===== src/rtl/ordered_list_insert_erase_top_defines.svh =====
// ----------------------------------------------------------------------------
// Ordered list assertion macros
// Shorthand for the concurrent checks on clk, disabled while rst_n is low.
// ----------------------------------------------------------------------------
`ifndef ORDERED_LIST_INSERT_ERASE_TOP_DEFINES_SVH
`define ORDERED_LIST_INSERT_ERASE_TOP_DEFINES_SVH

// expression holds at every edge out of reset
`define OLIE_ASSERT_ALWAYS(lbl, expr, msg) \
  lbl: assert property (@(posedge clk) disable iff (!rst_n) (expr)) else $error(msg);

// consequent holds at the same edge as the antecedent
`define OLIE_ASSERT_IMP(lbl, ante, cons, msg) \
  lbl: assert property (@(posedge clk) disable iff (!rst_n) (ante) |-> (cons)) \
    else $error(msg);

// consequent holds at the edge after the antecedent
`define OLIE_ASSERT_NEXT(lbl, ante, cons, msg) \
  lbl: assert property (@(posedge clk) disable iff (!rst_n) (ante) |=> (cons)) \
    else $error(msg);

`endif


===== src/rtl/olie_pkg.sv =====
// ----------------------------------------------------------------------------
// olie_pkg
// Shared widths, codes and controller/datapath interface types.
// ----------------------------------------------------------------------------
package olie_pkg;

  localparam int KIND_W       = 3;
  localparam int POS_W        = 7;
  localparam int DATA_W       = 64;
  localparam int STATUS_W     = 2;
  localparam int CAPACITY_DEF = 64;

  typedef enum logic [KIND_W-1:0] {
    KIND_PUSH   = 3'd0,
    KIND_POP    = 3'd1,
    KIND_INSERT = 3'd2,
    KIND_ERASE  = 3'd3,
    KIND_READ   = 3'd4,
    KIND_WRITE  = 3'd5,
    KIND_CLEAR  = 3'd6
  } kind_t;

  typedef enum logic [STATUS_W-1:0] {
    ST_OK    = 2'd0,
    ST_RANGE = 2'd1,
    ST_FULL  = 2'd2,
    ST_EMPTY = 2'd3
  } status_t;

  // datapath -> controller
  typedef struct packed {
    logic full;
    logic empty;
    logic pos_gt_cnt;
    logic pos_ge_cnt;
  } flags_t;

  // controller -> datapath
  typedef struct packed {
    logic    accept;
    logic    shift_up;
    logic    at_end;
    logic    shift_down;
    logic    write_one;
    logic    cnt_inc;
    logic    cnt_dec;
    logic    cnt_clr;
    logic    rd_stage1;
    logic    rd_stage2;
    logic    out_load;
    status_t status;
  } cmd_t;

endpackage


===== src/rtl/olie_ctrl.sv =====
// ----------------------------------------------------------------------------
// olie_ctrl
// Request sequencer: decodes the kind, checks bounds, steps reads through the
// datapath mux tree and hands results to the output register.
// ----------------------------------------------------------------------------
module olie_ctrl (
  input  logic                               clk,
  input  logic                               rst_n,
  input  logic                               in_valid,
  input  logic [olie_pkg::KIND_W-1:0]        in_kind,
  output logic                               in_stall,
  output logic                               out_valid,
  input  logic                               out_stall,
  input  olie_pkg::flags_t                   flags,
  output olie_pkg::cmd_t                     cmd
);

  typedef enum logic [1:0] {
    S_IDLE,
    S_RD1,
    S_RD2,
    S_PUT
  } state_t;

  state_t state_r, state_nxt;
  logic   out_valid_r, out_valid_nxt;
  logic   accept;
  logic   read_go;

  assign accept    = in_valid && (state_r == S_IDLE);
  assign in_stall  = (state_r != S_IDLE);
  assign out_valid = out_valid_r;

  // request decode, acts at the accept edge
  always_comb begin
    cmd        = '0;
    cmd.status = olie_pkg::ST_OK;
    read_go    = 1'b0;
    cmd.accept = accept;
    if (accept) begin
      unique case (olie_pkg::kind_t'(in_kind))
        olie_pkg::KIND_PUSH: begin
          if (flags.full) begin
            cmd.status = olie_pkg::ST_FULL;
          end else begin
            cmd.shift_up = 1'b1;
            cmd.at_end   = 1'b1;
            cmd.cnt_inc  = 1'b1;
          end
        end
        olie_pkg::KIND_POP: begin
          if (flags.empty) begin
            cmd.status = olie_pkg::ST_EMPTY;
          end else begin
            cmd.cnt_dec = 1'b1;
          end
        end
        olie_pkg::KIND_INSERT: begin
          if (flags.pos_gt_cnt) begin
            cmd.status = olie_pkg::ST_RANGE;
          end else if (flags.full) begin
            cmd.status = olie_pkg::ST_FULL;
          end else begin
            cmd.shift_up = 1'b1;
            cmd.cnt_inc  = 1'b1;
          end
        end
        olie_pkg::KIND_ERASE: begin
          if (flags.pos_ge_cnt) begin
            cmd.status = olie_pkg::ST_RANGE;
          end else begin
            cmd.shift_down = 1'b1;
            cmd.cnt_dec    = 1'b1;
          end
        end
        olie_pkg::KIND_READ: begin
          if (flags.pos_ge_cnt) begin
            cmd.status = olie_pkg::ST_RANGE;
          end else begin
            read_go = 1'b1;
          end
        end
        olie_pkg::KIND_WRITE: begin
          if (flags.pos_ge_cnt) begin
            cmd.status = olie_pkg::ST_RANGE;
          end else begin
            cmd.write_one = 1'b1;
          end
        end
        olie_pkg::KIND_CLEAR: begin
          cmd.cnt_clr = 1'b1;
        end
        default: begin
          // unused kind: no effect, status ok
        end
      endcase
    end
    cmd.rd_stage1 = (state_r == S_RD1);
    cmd.rd_stage2 = (state_r == S_RD2);
    cmd.out_load  = (state_r == S_PUT) && (!out_valid_r || !out_stall);
  end

  always_comb begin
    state_nxt = state_r;
    unique case (state_r)
      S_IDLE: begin
        if (accept) begin
          state_nxt = read_go ? S_RD1 : S_PUT;
        end
      end
      S_RD1:  state_nxt = S_RD2;
      S_RD2:  state_nxt = S_PUT;
      S_PUT: begin
        if (cmd.out_load) begin
          state_nxt = S_IDLE;
        end
      end
      default: state_nxt = S_IDLE;
    endcase
    out_valid_nxt = cmd.out_load ? 1'b1 : (out_valid_r && out_stall);
  end

  always_ff @(posedge clk) begin
    if (!rst_n) begin
      state_r     <= S_IDLE;
      out_valid_r <= 1'b0;
    end else begin
      state_r     <= state_nxt;
      out_valid_r <= out_valid_nxt;
    end
  end

endmodule


===== config.mk =====
export PLATFORM = sky130hd
export DESIGN_NAME = olie_ctrl
export DESIGN_NICKNAME = d
export VERILOG_FILES = /design/src/rtl/ordered_list_insert_erase_top_defines.svh /design/src/rtl/olie_pkg.sv /design/src/rtl/olie_ctrl.sv
export SDC_FILE = /design/constraint.sdc
export NUM_CORES = 1
export LEC_CHECK = 0
export ABC_AREA = 1
export BUFFER_PORTS_ARGS = -buffer_cell sky130_fd_sc_hd__buf_2
export CAP_MARGIN = 10
export CORE_AREA = 10 10 47 49
export CTS_CLUSTER_SIZE = 28
export DETAILED_ROUTE_END_ITERATION = 8
export DIE_AREA = 0 0 57 59
export PLACE_DENSITY_LB_ADDON = 0.05
export SKIP_CTS_REPAIR_TIMING = 1
export SYNTH_ARGS = -nofsm -noshare
export SYNTH_HDL_FRONTEND = slang
export SYNTH_SLANG_ARGS = --single-unit

===== constraint.sdc =====
create_clock -name clk -period 1.7 [get_ports clk]
set_input_delay 0.085 -clock clk [delete_from_list [all_inputs] [get_ports clk]]
set_output_delay 0.085 -clock clk [all_outputs]
set_load 0.05 [all_outputs]

==> results by group <==
Run status
  • Run status: finished, final reports clean

Setup path
  • Critical path class: register to output port
  • Crit end category: output port
  • Slowest Stage Delay on Critical Path: 320 ps
  • Cell Chain, Critical Path: inv_1 -> ha_2 -> nand2_2 -> nor2_2 -> inv_1 -> nor2_1 -> clkbuf_4
  • Slowest CP cell: dfxtp_1
  • CP max FO: 7
  • Arr. time, crit path: 1510 ps
  • Crit path launch type: register
  • Req. time, crit path: 1620 ps
  • Most frequent CP cell: inv_1

STA
  • Final Hold Fails: 0
  • Final worst setup slack: 108.5 ps
  • Final Slew Violations: 0
  • Crit path time final: 1591 ps
  • Skew final: 1.279 ps
  • Crit share post-route: 93.62%
  • Slew margin rel.: 83.31%
  • Final setup viols: 0
  • Max Freq: 628.4 MHz
  • Worst-Margin Slew: 252.0 ps

Global route
  • Largest net degree at the start of global routing: 8
  • First-pass GRT wire length: 1856 µm
  • Total GRT Usage: 6.858%
  • Initial antenna violation count: 0
  • GRT overflow: 0
  • Number of global-route vias before repair: 477

Power and ir drop
  • Overall power: 865.5 µW
  • PD cells: 1507 nW/µm²
  • Lkg Pwr: 0.0003305 µW
  • Peak VDD IR: 0.6667 mV

Clocking
  • Clock sink total: 3
  • Clock-pin slew of the registers on the worst-case setup and hold paths: 40 ps
  • CTS max path bufs: 2
  • H-tree levels: 1
  • Worst-Skew Late Latency: 230 ps
  • CTS tree: yes
  • Clk root buf: clkbuf_4
  • Num CTS Buffers: 3

Floorplan
  • I/O Pins: 26
  • # rows: 14
  • Initial Utilization: 27.23%
  • Die span in y: 59 µm
  • Die Wd: 57 µm
  • Die Area: 3363 µm²
  • Core ar.: 1401 µm²

Drt
  • WL/cell: 10.79 µm
  • Vias: 471
  • Vias per std cell: 4.402
  • Final WL: 1154 µm
  • Number of DRC markers in iteration 0: 8
  • Antenna-violating nets left: 0
  • DRC Markers: 0
  • DRT Pass-1 Iters: 4

Synthesis
  • Synth Net Count: 80
  • Syn Inst Count: 64
  • Sequential fraction of the synthesis area: 15.74%
  • Avg Cell Area, Syn: 5.963 µm²
  • Synthesized area: 381.6 µm²
  • Yosys Warn Count: 0
  • FF+latch count, synth: 3
  • Post-synth cell types: 17

Layout
  • Area delta synth->final: 50.49%
  • Nets: 108
  • Design Area, Final: 574.3 µm²
  • Share of layout cells above drive strength 1: 40.66%
  • N_diodes: 0

Flow run
  • # Max-Cap Violations: 0

Hold path
  • Min-delay worst type: input pin to register

Placement
  • Detail Placement HPWL: 1011 µm
  • Placed Area: 520.5 µm²
  • Place WS: 256.3 ps
  • PortBufs: 25
  • RePlAce Congestion: 0.7735
## synth_stat cells
cell	count	area share, %
nor2_1	13	13
inv_1	12	12
nand2_1	12	12
ha_1	5	16
a21oi_1	3	3.9
dfxtp_1	3	16
nand3_1	3	3.9
buf_4	2	3.9
nand4_1	2	3.3
o21ai_1	2	2.6
a21boi_0	1	2.0
a21boi_2	1	3.0
nand2_2	1	1.6
nand3_2	1	2.6
nor3_1	1	1.3
nor4_1	1	1.6
or2_2	1	1.6
## power breakdown
part           internal (µW)  switching, µW
Clock                   87.7           33.2
Sequential              99.9           24.6
Combinational            167            453
Total                    355            511
## cell families after synthesis
group | share of synthesized area, %
buffers and inverters | 15.74
and+or+nand+nor | 40.66
AOI/OAI and AO/OA | 11.47
adders and majority gates | 16.39
DFF | 15.74
## state kept, by name, summed over array words and instances, names as in the netlist
register and count:
state_r 2, out_valid 1
## cell usage in the layout, fill, tap and decap left out, types with 2 or more instances in the layout
cell type and n:
nand3_1 3, dfxtp_1 3, buf_2 19, nand2_1 12, nor2_1 11, inv_1 12
nand4_1 2, nor2_2 2, clkbuf_4 6, buf_4 2, a21oi_1 3, ha_1 4
## critical path, delay by kind of cell (launching register included)
kind                     cells  cell delay (ps)
AND/OR/NAND/NOR              3              310
buffers and inverters        3              430
flip-flops                   1              320
adder cells (fa/ha/maj)      1              210
## worst paths after layout
path              cells past startpoint       start    endpoint  slack, ps
hold reg to reg                       2   out_valid   out_valid        500
hold / removal                        3       rst_n  state_r[1]        110
setup / recovery                      7  state_r[1]      cmd[9]        110
setup reg to reg                      5  state_r[0]  state_r[1]        460
## stage by stage
stage	utilization [%]	hold WS [ps]	TNS [ps]	std cells
2_1_floorplan	-	207.8	0	64
3_3_place_gp	37.14	350.7	0	103
3_5_place_dp	37.14	350.5	0	103
4_1_cts	39.02	107.8	0	107
5_1_grt	40.98	124.5	-8.733	107
6_report	40.98	110.3	0	107
## cell type report
class	instances	area (µm²)
repair buffers	25	143.9
well taps	16	20.02
flip-flops and latches	3	60.06
clock buffers	4	26.28
multi-input cells	47	279.0
fillers	165	827.0
inverters	12	45.04
## metal layers
layer | global-route usage [%] | vias to the layer above | routed length (µm)
li1 | - | 253 | -
met1 | 5.529 | 201 | 386
met2 | 12.71 | 15 | 632
met3 | 2.575 | 2 | 122
met4 | 6.040 | 0 | 13
met5 | 0 | - | 0
(Power assumes the default switching activity.)
